--- src/design/three_axis_offset_quadratic_release_defines.svh ---
// Assertion macros shared by the offset block.
// Define ASSERT_OFF to compile the checks out.
`ifndef THREE_AXIS_OFFSET_QUADRATIC_RELEASE_DEFINES_SVH
`define THREE_AXIS_OFFSET_QUADRATIC_RELEASE_DEFINES_SVH

`ifndef ASSERT_OFF
`define TOQR_ASSERT(lbl, clk, rst_n, prop) \
    lbl: assert property (@(posedge clk) disable iff (!rst_n) prop) \
        else $error("toqr: property check failed");
`define TOQR_NEVER(lbl, clk, rst_n, cond) \
    lbl: assert property (@(posedge clk) disable iff (!rst_n) !(cond)) \
        else $error("toqr: forbidden condition seen");
`else
`define TOQR_ASSERT(lbl, clk, rst_n, prop)
`define TOQR_NEVER(lbl, clk, rst_n, cond)
`endif

`endif

--- src/design/toqr_pkg.sv ---
`default_nettype none

package toqr_pkg;

    localparam int ANGLE_FRAC_BITS   = 8;
    localparam int FALLOFF_FRAC_BITS = 16;

    localparam int CMD_W     = 2;
    localparam int ANGLE_W   = 17;
    localparam int ROLL_W    = 18;
    localparam int DELTA_W   = 17;
    localparam int DUR_W     = 24;
    localparam int EPS_W     = 8;
    localparam int CFG_IDX_W = 1;
    localparam int N_AXES    = 3;

    // Q format of alpha and of the falloff factor: one integer bit on top.
    localparam int Q_W     = FALLOFF_FRAC_BITS + 1;
    localparam int MCAND_W = (Q_W > ANGLE_W) ? Q_W : ANGLE_W;
    localparam int PROD_W  = MCAND_W + Q_W;

    localparam logic [Q_W-1:0] ALPHA_ONE = {1'b1, {FALLOFF_FRAC_BITS{1'b0}}};

    // Wrapping of pitch and yaw into (-half, half].
    localparam int FULL_TURN = 360 << ANGLE_FRAC_BITS;
    localparam int HALF_TURN = 180 << ANGLE_FRAC_BITS;
    localparam int WRAP_W    = ((ANGLE_W + 2) > ($clog2(FULL_TURN) + 2)) ?
                               (ANGLE_W + 2) : ($clog2(FULL_TURN) + 2);
    localparam int FOLDS     = (1 << ANGLE_W) / FULL_TURN + 1;
    localparam int FOLD_CNT_W = $clog2(FOLDS + 1);
    localparam logic signed [WRAP_W-1:0] FULL_WRAP = WRAP_W'(FULL_TURN);
    localparam logic signed [WRAP_W-1:0] HALF_WRAP = WRAP_W'(HALF_TURN);

    localparam logic [DUR_W-1:0] DURATION_RESET = DUR_W'(150000);
    localparam logic [EPS_W-1:0] EPSILON_RESET  = EPS_W'(1);

    localparam logic [CFG_IDX_W-1:0] REG_DURATION = 1'd0;
    localparam logic [CFG_IDX_W-1:0] REG_EPSILON  = 1'd1;

    typedef enum logic [CMD_W-1:0] {
        CMD_SET      = 2'd0,
        CMD_SET_ROLL = 2'd1,
        CMD_CLEAR    = 2'd2,
        CMD_TICK     = 2'd3
    } t_cmd;

    typedef struct packed {
        logic busy;
        logic done;
    } t_unit_sts;

    function automatic logic [ANGLE_W-1:0] angle_mag(input logic signed [ANGLE_W-1:0] a);
        logic [ANGLE_W-1:0] u;
        u = a;
        return u[ANGLE_W-1] ? (~u + 1'b1) : u;
    endfunction

    function automatic logic exceeds_eps(input logic signed [ANGLE_W-1:0] a,
                                         input logic [EPS_W-1:0] eps);
        return angle_mag(a) > ANGLE_W'(eps);
    endfunction

endpackage

`default_nettype wire

--- src/design/toqr_cfg_if.sv ---
`default_nettype none

interface toqr_cfg_if import toqr_pkg::*; ();
    logic                 valid;
    logic                 ready;
    logic [CFG_IDX_W-1:0] index;
    logic [DUR_W-1:0]     data;

    modport source (output valid, output index, output data, input ready);
    modport sink   (input valid, input index, input data, output ready);
endinterface

`default_nettype wire

--- src/design/toqr_in_if.sv ---
`default_nettype none

interface toqr_in_if import toqr_pkg::*; ();
    logic                      valid;
    logic                      ready;
    logic [CMD_W-1:0]          command;
    logic signed [ANGLE_W-1:0] pitch_value;
    logic signed [ANGLE_W-1:0] yaw_value;
    logic signed [ANGLE_W-1:0] roll_value;
    logic signed [DELTA_W-1:0] delta_us;

    modport source (output valid, output command, output pitch_value, output yaw_value,
                    output roll_value, output delta_us, input ready);
    modport sink   (input valid, input command, input pitch_value, input yaw_value,
                    input roll_value, input delta_us, output ready);
endinterface

`default_nettype wire

--- src/design/toqr_out_if.sv ---
`default_nettype none

interface toqr_out_if import toqr_pkg::*; ();
    logic                      valid;
    logic                      ready;
    logic signed [ANGLE_W-1:0] view_pitch;
    logic signed [ANGLE_W-1:0] view_yaw;
    logic signed [ROLL_W-1:0]  view_roll;
    logic                      offset_active;
    logic                      release_running;

    modport source (output valid, output view_pitch, output view_yaw, output view_roll,
                    output offset_active, output release_running, input ready);
    modport sink   (input valid, input view_pitch, input view_yaw, input view_roll,
                    input offset_active, input release_running, output ready);
endinterface

`default_nettype wire

--- src/design/toqr_serial_div.sv ---
`default_nettype none

// Restoring divider, one quotient bit per cycle. The dividend is at most the
// divisor, so the integer part is a single bit and the remainder stays below
// the divisor after the first step.
module toqr_serial_div import toqr_pkg::*; (
    input  logic             i_clk,
    input  logic             i_rst_n,
    input  logic             i_start,
    input  logic [DUR_W-1:0] i_dividend,
    input  logic [DUR_W-1:0] i_divisor,
    output logic [Q_W-1:0]   o_quot,
    output t_unit_sts        o_sts
);

    localparam int CNT_W = $clog2(FALLOFF_FRAC_BITS + 1);

    logic [DUR_W:0]   r_rem;
    logic [DUR_W-1:0] r_divisor;
    logic [Q_W-1:0]   r_quot;
    logic [CNT_W-1:0] r_cnt;
    logic             r_busy;
    logic             r_done;

    logic [DUR_W:0] rem_shift;
    logic           step_ge;
    logic           first_ge;

    always_comb begin
        rem_shift = {r_rem[DUR_W-1:0], 1'b0};
        step_ge   = rem_shift >= {1'b0, r_divisor};
        first_ge  = i_dividend >= i_divisor;
    end

    always_ff @(posedge i_clk) begin
        if (!i_rst_n) begin
            r_busy <= 1'b0;
            r_done <= 1'b0;
            r_cnt  <= '0;
        end else begin
            r_done <= 1'b0;
            if (i_start) begin
                r_busy    <= 1'b1;
                r_cnt     <= CNT_W'(FALLOFF_FRAC_BITS);
                r_divisor <= i_divisor;
                r_rem     <= first_ge ? {1'b0, i_dividend - i_divisor} : {1'b0, i_dividend};
                r_quot    <= {{FALLOFF_FRAC_BITS{1'b0}}, first_ge};
            end else if (r_busy) begin
                r_rem  <= step_ge ? rem_shift - {1'b0, r_divisor} : rem_shift;
                r_quot <= {r_quot[Q_W-2:0], step_ge};
                r_cnt  <= r_cnt - 1'b1;
                if (r_cnt == CNT_W'(1)) begin
                    r_busy <= 1'b0;
                    r_done <= 1'b1;
                end
            end
        end
    end

    assign o_quot      = r_quot;
    assign o_sts.busy  = r_busy;
    assign o_sts.done  = r_done;

endmodule

`default_nettype wire

--- src/design/toqr_serial_mul.sv ---
`default_nettype none

// Shift-add multiplier with one lane per axis. All lanes share the multiplier
// operand, which is shifted out of the low end of each accumulator one bit
// per cycle while the partial sum enters at the top.
module toqr_serial_mul import toqr_pkg::*; (
    input  logic               i_clk,
    input  logic               i_rst_n,
    input  logic               i_start,
    input  logic [Q_W-1:0]     i_mplier,
    input  logic [MCAND_W-1:0] i_mcand [N_AXES],
    output logic [PROD_W-1:0]  o_prod  [N_AXES],
    output t_unit_sts          o_sts
);

    localparam int CNT_W = $clog2(Q_W + 1);

    logic [PROD_W-1:0]  r_acc   [N_AXES];
    logic [MCAND_W-1:0] r_mcand [N_AXES];
    logic [CNT_W-1:0]   r_cnt;
    logic               r_busy;
    logic               r_done;

    logic [MCAND_W:0] n_hi [N_AXES];

    always_comb begin
        for (int i = 0; i < N_AXES; i++) begin
            n_hi[i] = {1'b0, r_acc[i][PROD_W-1:Q_W]}
                    + (r_acc[i][0] ? {1'b0, r_mcand[i]} : {(MCAND_W + 1){1'b0}});
        end
    end

    always_ff @(posedge i_clk) begin
        if (!i_rst_n) begin
            r_busy <= 1'b0;
            r_done <= 1'b0;
            r_cnt  <= '0;
        end else begin
            r_done <= 1'b0;
            if (i_start) begin
                r_busy <= 1'b1;
                r_cnt  <= CNT_W'(Q_W);
                for (int i = 0; i < N_AXES; i++) begin
                    r_acc[i]   <= {{MCAND_W{1'b0}}, i_mplier};
                    r_mcand[i] <= i_mcand[i];
                end
            end else if (r_busy) begin
                for (int i = 0; i < N_AXES; i++) begin
                    r_acc[i] <= {n_hi[i], r_acc[i][Q_W-1:1]};
                end
                r_cnt <= r_cnt - 1'b1;
                if (r_cnt == CNT_W'(1)) begin
                    r_busy <= 1'b0;
                    r_done <= 1'b1;
                end
            end
        end
    end

    assign o_prod     = r_acc;
    assign o_sts.busy = r_busy;
    assign o_sts.done = r_done;

endmodule

`default_nettype wire

--- src/design/three_axis_offset_quadratic_release.sv ---
`default_nettype none
`include "three_axis_offset_quadratic_release_defines.svh"

// Three-axis view offset with quadratic release. Set, set-roll and clear
// beats are absorbed in the cycle they are accepted and give no result. A
// tick beat gives one result in the output register. With no release running
// it passes the sum and the pitch and yaw wrap folds; while a release runs it
// first passes the bit-serial alpha divider (F steps, F = FALLOFF_FRAC_BITS),
// then two passes through the shared shift-add multiplier (F + 1 steps each),
// one for the squared falloff and one scaling all three axes in parallel
// lanes.
// The input is accepted again once the result is in the output register; a
// finished result waits there without holding up set or clear beats.
// Configuration writes are always ready and take effect at once.
module three_axis_offset_quadratic_release import toqr_pkg::*; (
    input  logic        i_clk,
    input  logic        i_rst_n,
    toqr_cfg_if.sink    i_cfg,
    toqr_in_if.sink     i_in,
    toqr_out_if.source  o_out
);

    localparam int N_WRAP = 2;

    typedef enum logic [3:0] {
        S_IDLE,
        S_DIV_GO,
        S_DIV_WAIT,
        S_SQR_GO,
        S_SQR_WAIT,
        S_SCL_GO,
        S_SCL_WAIT,
        S_SUM,
        S_FOLD,
        S_OUT
    } t_state;

    t_state r_state;

    logic [DUR_W-1:0] r_duration;
    logic [EPS_W-1:0] r_epsilon;

    logic signed [ANGLE_W-1:0] r_target  [N_AXES];
    logic signed [ANGLE_W-1:0] r_applied [N_AXES];
    logic signed [ANGLE_W-1:0] r_start   [N_AXES];
    logic signed [ANGLE_W-1:0] r_view    [N_AXES];
    logic                      r_release;
    logic [DUR_W-1:0]          r_elapsed;

    logic [Q_W-1:0]           r_alpha;
    logic [Q_W-1:0]           r_falloff;
    logic signed [WRAP_W-1:0] r_sum [N_WRAP];
    logic signed [ROLL_W-1:0] r_roll_sum;
    logic                     r_active;
    logic [FOLD_CNT_W-1:0]    r_fold_cnt;

    logic                      r_out_valid;
    logic signed [ANGLE_W-1:0] r_out_pitch;
    logic signed [ANGLE_W-1:0] r_out_yaw;
    logic signed [ROLL_W-1:0]  r_out_roll;
    logic                      r_out_active;
    logic                      r_out_release;

    t_cmd                      cmd;
    logic                      in_fire;
    logic                      out_free;
    logic signed [ANGLE_W-1:0] n_target [N_AXES];
    logic                      targets_zero;
    logic                      any_applied;
    logic [DELTA_W-2:0]        delta_pos;
    logic [DUR_W:0]            e_sum;
    logic [DUR_W-1:0]          e_sat;
    logic [Q_W-1:0]            alpha_cap;
    logic [Q_W-1:0]            rem_alpha;
    logic [ANGLE_W-1:0]        scaled_mag [N_AXES];
    logic signed [ANGLE_W-1:0] scaled     [N_AXES];
    logic signed [WRAP_W-1:0]  n_fold [N_WRAP];
    logic signed [WRAP_W-1:0]  n_wrap [N_WRAP];

    logic               div_start;
    logic [Q_W-1:0]     div_quot;
    t_unit_sts          div_sts;
    logic               mul_start;
    logic [Q_W-1:0]     mul_mplier;
    logic [MCAND_W-1:0] mul_mcand [N_AXES];
    logic [PROD_W-1:0]  mul_prod  [N_AXES];
    t_unit_sts          mul_sts;

    assign cmd       = t_cmd'(i_in.command);
    assign in_fire   = i_in.valid && i_in.ready;
    assign out_free  = !r_out_valid || o_out.ready;
    assign div_start = (r_state == S_DIV_GO);
    assign mul_start = (r_state == S_SQR_GO) || (r_state == S_SCL_GO);

    always_comb begin
        // Set-roll keeps the stored pitch and yaw targets.
        n_target[0] = (cmd == CMD_SET) ? i_in.pitch_value : r_target[0];
        n_target[1] = (cmd == CMD_SET) ? i_in.yaw_value : r_target[1];
        n_target[2] = i_in.roll_value;

        targets_zero = 1'b1;
        any_applied  = 1'b0;
        for (int i = 0; i < N_AXES; i++) begin
            if (exceeds_eps(n_target[i], r_epsilon)) begin
                targets_zero = 1'b0;
            end
            if (exceeds_eps(r_applied[i], r_epsilon)) begin
                any_applied = 1'b1;
            end
        end

        delta_pos = i_in.delta_us[DELTA_W-1] ? '0 : i_in.delta_us[DELTA_W-2:0];
        e_sum     = {1'b0, r_elapsed} + (DUR_W + 1)'(delta_pos);
        e_sat     = (e_sum > {1'b0, r_duration}) ? r_duration : e_sum[DUR_W-1:0];

        // A zero duration makes the quotient all ones; it counts as one.
        alpha_cap = (div_quot > ALPHA_ONE) ? ALPHA_ONE : div_quot;
        rem_alpha = ALPHA_ONE - r_alpha;

        mul_mplier = (r_state == S_SQR_GO) ? rem_alpha : r_falloff;
        for (int i = 0; i < N_AXES; i++) begin
            mul_mcand[i]  = MCAND_W'(angle_mag(r_start[i]));
            scaled_mag[i] = mul_prod[i][FALLOFF_FRAC_BITS +: ANGLE_W];
            scaled[i]     = r_start[i][ANGLE_W-1] ? ANGLE_W'(~scaled_mag[i] + 1'b1)
                                                  : scaled_mag[i];
        end
        if (r_state == S_SQR_GO) begin
            mul_mcand[0] = MCAND_W'(rem_alpha);
        end

        for (int k = 0; k < N_WRAP; k++) begin
            if (r_sum[k] < 0) begin
                n_fold[k] = r_sum[k] + FULL_WRAP;
            end else if (r_sum[k] >= FULL_WRAP) begin
                n_fold[k] = r_sum[k] - FULL_WRAP;
            end else begin
                n_fold[k] = r_sum[k];
            end
            n_wrap[k] = (r_active && (r_sum[k] > HALF_WRAP)) ? r_sum[k] - FULL_WRAP
                                                              : r_sum[k];
        end
    end

    toqr_serial_div u_div (
        .i_clk      (i_clk),
        .i_rst_n    (i_rst_n),
        .i_start    (div_start),
        .i_dividend (r_elapsed),
        .i_divisor  (r_duration),
        .o_quot     (div_quot),
        .o_sts      (div_sts)
    );

    toqr_serial_mul u_mul (
        .i_clk    (i_clk),
        .i_rst_n  (i_rst_n),
        .i_start  (mul_start),
        .i_mplier (mul_mplier),
        .i_mcand  (mul_mcand),
        .o_prod   (mul_prod),
        .o_sts    (mul_sts)
    );

    assign i_cfg.ready = 1'b1;

    always_ff @(posedge i_clk) begin
        if (!i_rst_n) begin
            r_duration <= DURATION_RESET;
            r_epsilon  <= EPSILON_RESET;
        end else if (i_cfg.valid && i_cfg.ready) begin
            unique case (i_cfg.index)
                REG_DURATION: r_duration <= i_cfg.data;
                REG_EPSILON:  r_epsilon  <= i_cfg.data[EPS_W-1:0];
            endcase
        end
    end

    assign i_in.ready = (r_state == S_IDLE);

    always_ff @(posedge i_clk) begin
        if (!i_rst_n) begin
            r_state     <= S_IDLE;
            r_release   <= 1'b0;
            r_elapsed   <= '0;
            r_out_valid <= 1'b0;
            r_fold_cnt  <= '0;
            for (int i = 0; i < N_AXES; i++) begin
                r_target[i]  <= '0;
                r_applied[i] <= '0;
                r_start[i]   <= '0;
            end
        end else begin
            if (r_out_valid && o_out.ready) begin
                r_out_valid <= 1'b0;
            end

            unique case (r_state)
                S_IDLE: begin
                    if (in_fire) begin
                        unique case (cmd)
                            CMD_SET, CMD_SET_ROLL: begin
                                r_target <= n_target;
                                // Near-zero targets do not interrupt a release.
                                if (!(r_release && targets_zero)) begin
                                    r_release <= 1'b0;
                                    r_elapsed <= '0;
                                    r_applied <= n_target;
                                end
                            end
                            CMD_CLEAR: begin
                                for (int i = 0; i < N_AXES; i++) begin
                                    r_target[i] <= '0;
                                end
                                if (!any_applied) begin
                                    r_release <= 1'b0;
                                    r_elapsed <= '0;
                                    for (int i = 0; i < N_AXES; i++) begin
                                        r_applied[i] <= '0;
                                    end
                                end else if (!r_release) begin
                                    r_release <= 1'b1;
                                    r_elapsed <= '0;
                                    r_start   <= r_applied;
                                end
                            end
                            CMD_TICK: begin
                                r_view[0] <= i_in.pitch_value;
                                r_view[1] <= i_in.yaw_value;
                                r_view[2] <= i_in.roll_value;
                                if (r_release) begin
                                    r_elapsed <= e_sat;
                                    r_state   <= S_DIV_GO;
                                end else begin
                                    r_state <= S_SUM;
                                end
                            end
                        endcase
                    end
                end
                S_DIV_GO: begin
                    r_state <= S_DIV_WAIT;
                end
                S_DIV_WAIT: begin
                    if (div_sts.done) begin
                        r_alpha <= alpha_cap;
                        r_state <= S_SQR_GO;
                    end
                end
                S_SQR_GO: begin
                    r_state <= S_SQR_WAIT;
                end
                S_SQR_WAIT: begin
                    if (mul_sts.done) begin
                        r_falloff <= mul_prod[0][FALLOFF_FRAC_BITS +: Q_W];
                        r_state   <= S_SCL_GO;
                    end
                end
                S_SCL_GO: begin
                    r_state <= S_SCL_WAIT;
                end
                S_SCL_WAIT: begin
                    if (mul_sts.done) begin
                        if (r_alpha == ALPHA_ONE) begin
                            r_release <= 1'b0;
                            r_elapsed <= '0;
                            for (int i = 0; i < N_AXES; i++) begin
                                r_applied[i] <= '0;
                            end
                        end else begin
                            r_applied <= scaled;
                        end
                        r_state <= S_SUM;
                    end
                end
                S_SUM: begin
                    r_active   <= any_applied;
                    r_fold_cnt <= FOLD_CNT_W'(FOLDS);
                    for (int k = 0; k < N_WRAP; k++) begin
                        r_sum[k] <= any_applied ? WRAP_W'(r_view[k]) + WRAP_W'(r_applied[k])
                                                : WRAP_W'(r_view[k]);
                    end
                    r_roll_sum <= any_applied ? ROLL_W'(r_view[2]) + ROLL_W'(r_applied[2])
                                              : ROLL_W'(r_view[2]);
                    r_state <= S_FOLD;
                end
                S_FOLD: begin
                    // Each pass brings pitch and yaw one turn closer to [0, full).
                    if (r_active) begin
                        r_sum <= n_fold;
                    end
                    r_fold_cnt <= r_fold_cnt - 1'b1;
                    if (r_fold_cnt == FOLD_CNT_W'(1)) begin
                        r_state <= S_OUT;
                    end
                end
                S_OUT: begin
                    if (out_free) begin
                        r_out_valid   <= 1'b1;
                        r_out_pitch   <= n_wrap[0][ANGLE_W-1:0];
                        r_out_yaw     <= n_wrap[1][ANGLE_W-1:0];
                        r_out_roll    <= r_roll_sum;
                        r_out_active  <= r_active;
                        r_out_release <= r_release;
                        r_state       <= S_IDLE;
                    end
                end
            endcase
        end
    end

    assign o_out.valid           = r_out_valid;
    assign o_out.view_pitch      = r_out_pitch;
    assign o_out.view_yaw        = r_out_yaw;
    assign o_out.view_roll       = r_out_roll;
    assign o_out.offset_active   = r_out_active;
    assign o_out.release_running = r_out_release;

    `TOQR_ASSERT(a_div_done_in_wait, i_clk, i_rst_n, div_sts.done |-> r_state == S_DIV_WAIT)
    `TOQR_ASSERT(a_mul_busy_in_wait, i_clk, i_rst_n, mul_sts.busy |-> (r_state == S_SQR_WAIT || r_state == S_SCL_WAIT))
    `TOQR_NEVER(a_units_exclusive, i_clk, i_rst_n, div_sts.busy && mul_sts.busy)
    `TOQR_ASSERT(a_elapsed_idle_zero, i_clk, i_rst_n, !r_release |-> r_elapsed == '0)
    `TOQR_ASSERT(a_result_from_out, i_clk, i_rst_n, $rose(r_out_valid) |-> $past(r_state == S_OUT))

endmodule

`default_nettype wire
--- src/flat_wrapper.sv ---
// flat-port wrapper written by rule: the top's interface ports become plain ports
module three_axis_offset_quadratic_release_flat import toqr_pkg::*;
  (i_clk, i_rst_n, i_cfg_valid, i_cfg_index, i_cfg_data, i_cfg_ready, i_in_valid, i_in_command, i_in_pitch_value, i_in_yaw_value, i_in_roll_value, i_in_delta_us, i_in_ready, o_out_valid, o_out_view_pitch, o_out_view_yaw, o_out_view_roll, o_out_offset_active, o_out_release_running, o_out_ready);
  toqr_cfg_if i_cfg_i ();
  toqr_in_if i_in_i ();
  toqr_out_if o_out_i ();
  input  logic i_clk;
  input  logic i_rst_n;
  input wire logic [$bits(i_cfg_i.valid)-1:0] i_cfg_valid;
  input wire logic [$bits(i_cfg_i.index)-1:0] i_cfg_index;
  input wire logic [$bits(i_cfg_i.data)-1:0] i_cfg_data;
  output wire logic [$bits(i_cfg_i.ready)-1:0] i_cfg_ready;
  input wire logic [$bits(i_in_i.valid)-1:0] i_in_valid;
  input wire logic [$bits(i_in_i.command)-1:0] i_in_command;
  input wire logic [$bits(i_in_i.pitch_value)-1:0] i_in_pitch_value;
  input wire logic [$bits(i_in_i.yaw_value)-1:0] i_in_yaw_value;
  input wire logic [$bits(i_in_i.roll_value)-1:0] i_in_roll_value;
  input wire logic [$bits(i_in_i.delta_us)-1:0] i_in_delta_us;
  output wire logic [$bits(i_in_i.ready)-1:0] i_in_ready;
  output wire logic [$bits(o_out_i.valid)-1:0] o_out_valid;
  output wire logic [$bits(o_out_i.view_pitch)-1:0] o_out_view_pitch;
  output wire logic [$bits(o_out_i.view_yaw)-1:0] o_out_view_yaw;
  output wire logic [$bits(o_out_i.view_roll)-1:0] o_out_view_roll;
  output wire logic [$bits(o_out_i.offset_active)-1:0] o_out_offset_active;
  output wire logic [$bits(o_out_i.release_running)-1:0] o_out_release_running;
  input wire logic [$bits(o_out_i.ready)-1:0] o_out_ready;
  assign i_cfg_i.valid = i_cfg_valid;
  assign i_cfg_i.index = i_cfg_index;
  assign i_cfg_i.data = i_cfg_data;
  assign i_cfg_ready = i_cfg_i.ready;
  assign i_in_i.valid = i_in_valid;
  assign i_in_i.command = i_in_command;
  assign i_in_i.pitch_value = i_in_pitch_value;
  assign i_in_i.yaw_value = i_in_yaw_value;
  assign i_in_i.roll_value = i_in_roll_value;
  assign i_in_i.delta_us = i_in_delta_us;
  assign i_in_ready = i_in_i.ready;
  assign o_out_valid = o_out_i.valid;
  assign o_out_view_pitch = o_out_i.view_pitch;
  assign o_out_view_yaw = o_out_i.view_yaw;
  assign o_out_view_roll = o_out_i.view_roll;
  assign o_out_offset_active = o_out_i.offset_active;
  assign o_out_release_running = o_out_i.release_running;
  assign o_out_i.ready = o_out_ready;
  three_axis_offset_quadratic_release u_core (.i_clk(i_clk), .i_rst_n(i_rst_n), .i_cfg(i_cfg_i), .i_in(i_in_i), .o_out(o_out_i));
endmodule
--- config.mk ---
export PLATFORM = sky130hd
export DESIGN_NAME = three_axis_offset_quadratic_release_flat
export DESIGN_NICKNAME = d
export VERILOG_FILES = /design/src/design/toqr_pkg.sv /design/src/design/toqr_cfg_if.sv /design/src/design/toqr_in_if.sv /design/src/design/toqr_out_if.sv /design/src/design/toqr_serial_div.sv /design/src/design/toqr_serial_mul.sv /design/src/design/three_axis_offset_quadratic_release.sv /design/src/flat_wrapper.sv
export VERILOG_INCLUDE_DIRS = /design/src /design/src/design
export SDC_FILE = /design/constraint.sdc
export NUM_CORES = 2
export LEC_CHECK = 0
export BUFFER_PORTS_ARGS = -buffer_cell sky130_fd_sc_hd__buf_2
export CORE_MARGIN = 3
export CORE_UTILIZATION = 50
export CTS_CLUSTER_DIAMETER = 120
export DETAILED_ROUTE_END_ITERATION = 6
export PLACE_DENSITY = 0.78
export REMOVE_ABC_BUFFERS = 1
export SLEW_MARGIN = 10
export SYNTH_ARGS = -nofsm -noshare
export SYNTH_HDL_FRONTEND = slang
export SYNTH_SLANG_ARGS = --single-unit
--- constraint.sdc ---
create_clock -name i_clk -period 8.3 [get_ports i_clk]
set_clock_uncertainty 0.15 [all_clocks]
set_input_delay 0.415 -clock i_clk [delete_from_list [all_inputs] [get_ports i_clk]]
set_output_delay 0.415 -clock i_clk [all_outputs]
set_load 0.02 [all_outputs]
[Word-level counts from Yosys, hierarchy flattened]
Memories as Yosys holds them, arrays and structs flattened.
Index checks and enable logic that the tools add are counted.
W data, S select, Z words.
Storage, ports and cells
  output and inout port bits: 57
  logic and storage cells: 280
  bits in writable memories: 102
  flip-flop bits (word level): 526
  bits of input ports: 100
  memories: 2
Memories
  u_core.r_view: depth 3, width 17, rd ports 3, clocked after memory_dff 0, write ports 3, RTL line three_axis_offset_quadratic_release.sv:46  | logic signed [ANGLE_W-1:0] r_view [N_AXES];
  u_core.u_mul.r_mcand: depth 3, width 17, rd ports 3, clocked after memory_dff 0, write ports 3, RTL line toqr_serial_mul.sv:19  | logic [MCAND_W-1:0] r_mcand [N_AXES];
Operators by class
  order comparisons: 16
  add/subtract/negate cells: 29
  reductions and logical operators: 37
  equality and inequality tests: 32
  muxes and demuxes: 103
  bitwise gates (word level): 17
Operators by type and width (number)
  $mux W17: 22
  $pmux W51 S2: 3
  $mux W24: 12
  $mux W51: 5
  $add A17 B1 Y17 const B: 12
  $not A17 Y17: 12
  $mux W19: 6
  $add A17 B17 Y18: 6
  $gt A17 B8 Y1: 6
  $mux W102: 1
  $mux W85: 1
  $pmux W38 S2: 1
  $pmux W24 S3: 1
  $pmux W24 S2: 1
  $sub A24 B24 Y24: 2
  $pmux W4 S10: 1
  $add A19 B18 Y19 const B: 2
  $ge A19 B18 Y1 const B: 2
  $gt A19 B17 Y1 const B: 2
  $lt A19 B1 Y1 const B: 2
  $mux W38: 1
  $sub A19 B18 Y19 const B: 2
  $mux W1: 31
  $mux W4: 7
  other kinds (42): 93

[Depth between registers and ports, before layout]
  depth after elaboration: 14
  mapped depth: 24
  gate-level depth less buffers: 23

[Cells and area by module]
Synthesis repeated with hierarchy kept, for this count alone.
Second synthesis, totals
  cells, all modules: 4385
  area, all modules: 40457.6 um^2
By module, submodules not included
  three_axis_offset_quadratic_release: cells an instance 3022, sequential area each 9889.5 um^2, times used 1, area an instance 26287.7 um^2
  toqr_serial_mul: cells an instance 737, sequential area each 4734.5 um^2, times used 1, area an instance 8431.8 um^2
  toqr_serial_div: cells an instance 626, sequential area each 2092.0 um^2, times used 1, area an instance 5738.0 um^2

[Worst setup path before layout]
No wires, ideal clock.
  kind: input-to-reg
  start point: input port i_rst_n
  end point: register u_core.r_out_active, in the netlist u_core.o_out.offset_active, enable pin
  data arrival time: 6.181 ns
  required time: 7.551 ns
  setup slack: 1.369 ns
  buffers on the path: 2
  stages: 4
  setup time: 0.599 ns
  path through: clkbuf_1 inv_1 clkbuf_1 nor4_1
Between the ends
  cells in the longest elaborated chain, start to end: 1
Ends and longest elaborated chain
  from (decl): RTL line flat_wrapper.sv:8  | input logic i_rst_n;
  $reduce_and A3 Y1 (no line)
  to (signal assigned): RTL line three_axis_offset_quadratic_release.sv:302  | r_out_active <= r_active;
  to (decl): RTL line three_axis_offset_quadratic_release.sv:61  | logic r_out_active;
Every way passes these cells.
A chain may end at the register's enable or synchronous reset.

[Final worst setup path]
  start point: input port i_in_command[0]
  end point: register u_core.r_elapsed[16]
Between the ends
  cells in the longest elaborated chain, start to end: 12
  elaborated cells on any way between the ends: 26
  those cells by class: add/sub: 2; order compare: 2; eq/ne: 6; mux: 10; bitwise: 2; reduce/logical: 4
Ends and longest elaborated chain
  from (decl): RTL line flat_wrapper.sv:14  | input wire logic [$bits(i_in_i.command)-1:0] i_in_command;
  $logic_not A2 Y1: RTL line three_axis_offset_quadratic_release.sv:97, three_axis_offset_quadratic_release.sv:98, three_axis_offset_quadratic_release.sv:200
  $mux W17: RTL line three_axis_offset_quadratic_release.sv:97  | n_target[0] = (cmd == CMD_SET) ? i_in.pitch_value : r_target[0];
  $not A17 Y17: RTL line toqr_pkg.sv:55  | return u[ANGLE_W-1] ? (~u + 1'b1) : u;
  $add A17 B1 Y17: RTL line toqr_pkg.sv:55
  $mux W17: RTL line toqr_pkg.sv:55
  $gt A17 B8 Y1: RTL line toqr_pkg.sv:60  | return angle_mag(a) > ANGLE_W'(eps);
  $mux W1 (3 in series): RTL line three_axis_offset_quadratic_release.sv:104  | if (exceeds_eps(n_target[i], r_epsilon)) begin
  $logic_and A1 B1 Y1: RTL line three_axis_offset_quadratic_release.sv:204  | if (!(r_release && targets_zero)) begin
  $ne A3 B3 Y1 (no line)
  $reduce_and A7 Y1 (no line)
  to (signal assigned): RTL line three_axis_offset_quadratic_release.sv:231  | r_elapsed <= e_sat;
  to (decl): RTL line three_axis_offset_quadratic_release.sv:48  | logic [DUR_W-1:0] r_elapsed;
Parallel ways exist; a longest one is shown, timed or not. The select of a mux whose other input is x is not followed.

==> reports/metrics.csv <==
metric,value,unit
DRT iter0 DRCs,3016,
CORE AREA,77600,µm²
Residual DRC,0,
asr flop ratio synth,0,
initial cell density of the core,0.506,
Final Power,10.4,mW
Final WS setup,2.58,ns
"FF+latch count, synth",628,
P_leak,16.7,nW
I/O Buffers,155,
unrepaired setup endpoints after global routing,false,
Final Max Tran Viols,0,
Final Core Density,0.567,
Hold Slack,0.0443,ns
number of antenna violations at the first check in global routing,1,
Die Span Y,286,µm
Crit path required time,8.65,ns
Worst-Margin Slew,1.23,ns
chip width,286,µm
most frequent cells in the layout,"nand2_1, edfxtp_1, a21oi_1",
global-route wire length before repair,173000,µm
Synth Instances,4228,
row count,102,
DPL Wire Length,80300,µm
Fin Setup TNS,0,ns
drt first pass iters,6,
crit-path max FO,39,
# setup viols final,0,
Worst-Skew Late Latency,0.63,ns
# nets final,4735,
post-place setup slack,2.11,ns
largest net degree at the start of global routing,85,
maximum vdd ir drop,0.150,mV
Synth area leader,edfxtp_1,
Antenna Nets Post-Route,0,
layout cells sized above 1,0.0858,
clock sink count,628,
H-Tree Depth,3,
CP Launch Type,primary input,
Clock transition at path regs,0.06,ns
Mapped Avg Cell Area,9.29,µm²
Post-synth EDFFs,414,
final period utilization,0.689,
sequential share of the synthesized area,0.426,
Fmax,175,MHz
Final Routed Wirelength,110000,µm
Post-CTS Setup Inserts,0,
Placer Congestion,0.999,
Area Overhead vs Synth,12.0,%
clk buf depth,3,
WL/cell,20.2,µm
crit path time final,5.72,ns
gr usage total,0.263,
post-synth cell types,92,
total grt overflow,0,
Hold Path Class,in2reg,
kind of critical path,in2reg,
"commonest non-fill, non-tap cell in the layout",nand2_1,
CTS tree,yes,
Synth Warn #,0,
Root Buffer,clkbuf_16,
status,"finished, final reports clean",
ys flop type,edfxtp_1,
DR vias/cell,6.07,
synthesized area,39300,µm²
die area,81900,µm²
via count,33100,
Slew headroom,0.180,
share of the synthesized area in the top cell type,0.317,
io pins,157,
Pwr per Cell Area,236,nW/µm²
vias in the first global route,31200,
Maximum Capacitance Violations,0,
Fin. Hold Viols,0,
critical path endpoint category,flop,
"Arr. time, crit path",6.07,ns
Inserted Clock Buffers,71,
Synth area leaders,"edfxtp_1, dfxtp_1, ha_1",
-- metal layers --
| metal | vias up | GRT usage | wire length [µm] |
|---|---|---|---|
| li1 | 15700 | - | - |
| met1 | 15900 | 0.350 | 47100 |
| met2 | 1279 | 0.423 | 50300 |
| met3 | 253 | 0.0438 | 8240 |
| met4 | 0 | 0.113 | 4850 |
| met5 | - | 0 | 0 |
-- metrics by stage --
stage / instances / instance area [µm²]
2_1_floorplan: 4019 / 38400
4_1_cts: 5459 / 44000
6_report: 5461 / 44000
3_5_place_dp: 5254 / 40900
5_1_grt: 5459 / 44000
3_3_place_gp: 5254 / 40900
-- synthesized netlist by cell type, types with 27 or more instances --
| master | number |
|---|---|
| a21oi_1 | 352 |
| xor2_1 | 105 |
| a21o_1 | 79 |
| clkbuf_1 | 160 |
| and2_1 | 61 |
| ha_1 | 263 |
| o22ai_1 | 41 |
| and3_1 | 37 |
| nor2_1 | 316 |
| nor2b_1 | 96 |
| a31oi_1 | 34 |
| nand3_1 | 78 |
| o31ai_1 | 46 |
| edfxtp_1 | 414 |
| a211oi_1 | 38 |
| dfxtp_1 | 214 |
| nand2b_1 | 41 |
| o21ai_0 | 212 |
| inv_1 | 178 |
| nor3b_1 | 30 |
| o211ai_1 | 36 |
| xnor2_1 | 185 |
| mux2i_1 | 79 |
| nand2_1 | 435 |
| or3_1 | 47 |
| nor3_1 | 179 |
| buf_2 | 27 |
| o21a_1 | 38 |
| nor4_1 | 41 |
-- final cells by class --
type                       instances  area (µm²)
fill                            6669       33600
multi-input combinational       3211       21100
sequential                       628       16700
clock buffer                      94        1960
timing repair buffer             271        1840
tap                             1040        1300
inverter                         180         681
clock inverter                    35         337
antenna                            2        5.00
-- final timing paths --
| path | slack, ns | depth (start not counted) | startpoint | end |
|---|---|---|---|---|
| max reg2reg | 2.59 | 16 | u_core.r_applied[18] | u_core.r_applied[10] |
| min reg2reg | 0.27 | 0 | u_core.r_roll_sum[14] | u_core.o_out.view_roll[14] |
| min | 0.04 | 1 | i_in_roll_value[14] | u_core.r_view[0][48] |
| max | 2.58 | 19 | i_in_command[0] | u_core.r_elapsed[16] |
-- power by group --
group          leakage (nW)  total, mW  internal (mW)  switching (mW)
sequential             5.45       4.11           3.71           0.399
clock                  1.12       3.14           1.80            1.34
combinational          10.1       3.15           1.29            1.86
total                  16.7       10.4           6.80            3.59
-- what timing repair did --
action / 4_1_cts / 5_1_grt
resized for setup: 0 / 0
endpoints found under the hold margin: 81 / 0
hold buffers: 76 / 0
-- worst max-delay path, cell delays in order --
cell,delay (ns)
buf_2,0.26
nor2_4,0.47
buf_4,0.58
mux2_2,0.49
or3_1,0.44
and2_1,0.19
xnor2_1,0.12
ha_1,0.31
a21o_1,0.16
a21oi_1,0.19
o211ai_1,0.11
nand2_1,0.11
o211ai_1,0.11
nor4_1,0.30
and4_1,0.37
or4_1,0.80
buf_4,0.39
a21o_1,0.12
o311ai_2,0.08
-- flip-flops by register name, summed over array words and instances (netlist names), 18 cells and up --
register and count:
u_core.u_mul.o_prod 102, u_core.r_applied 51, u_core.r_start 51, u_core.r_view 51
u_core.u_mul.r_mcand 51, u_core.r_sum 38, u_core.r_target 34, u_core.r_duration 24
u_core.r_elapsed 24, u_core.u_div.r_divisor 24, u_core.u_div.r_rem 24, u_core.o_out.view_roll 18
u_core.r_roll_sum 18
-- logic make-up (layout without fill, tap and decap cells) --
| family | Yosys count | in the layout | share of synthesized area |
|---|---|---|---|
| other | 1 | 3 | 0.0000955 |
| muxes | 91 | 91 | 0.0236 |
| AOI/OAI and AO/OA | 1088 | 1088 | 0.174 |
| adders and majority gates | 272 | 272 | 0.0884 |
| DFF | 628 | 628 | 0.426 |
| buffers and inverters | 389 | 580 | 0.0391 |
| xor gates and xnor gates | 290 | 290 | 0.0647 |
| and+or+nand+nor | 1469 | 1469 | 0.184 |
Note: power is estimated with default switching activity, not from simulation.
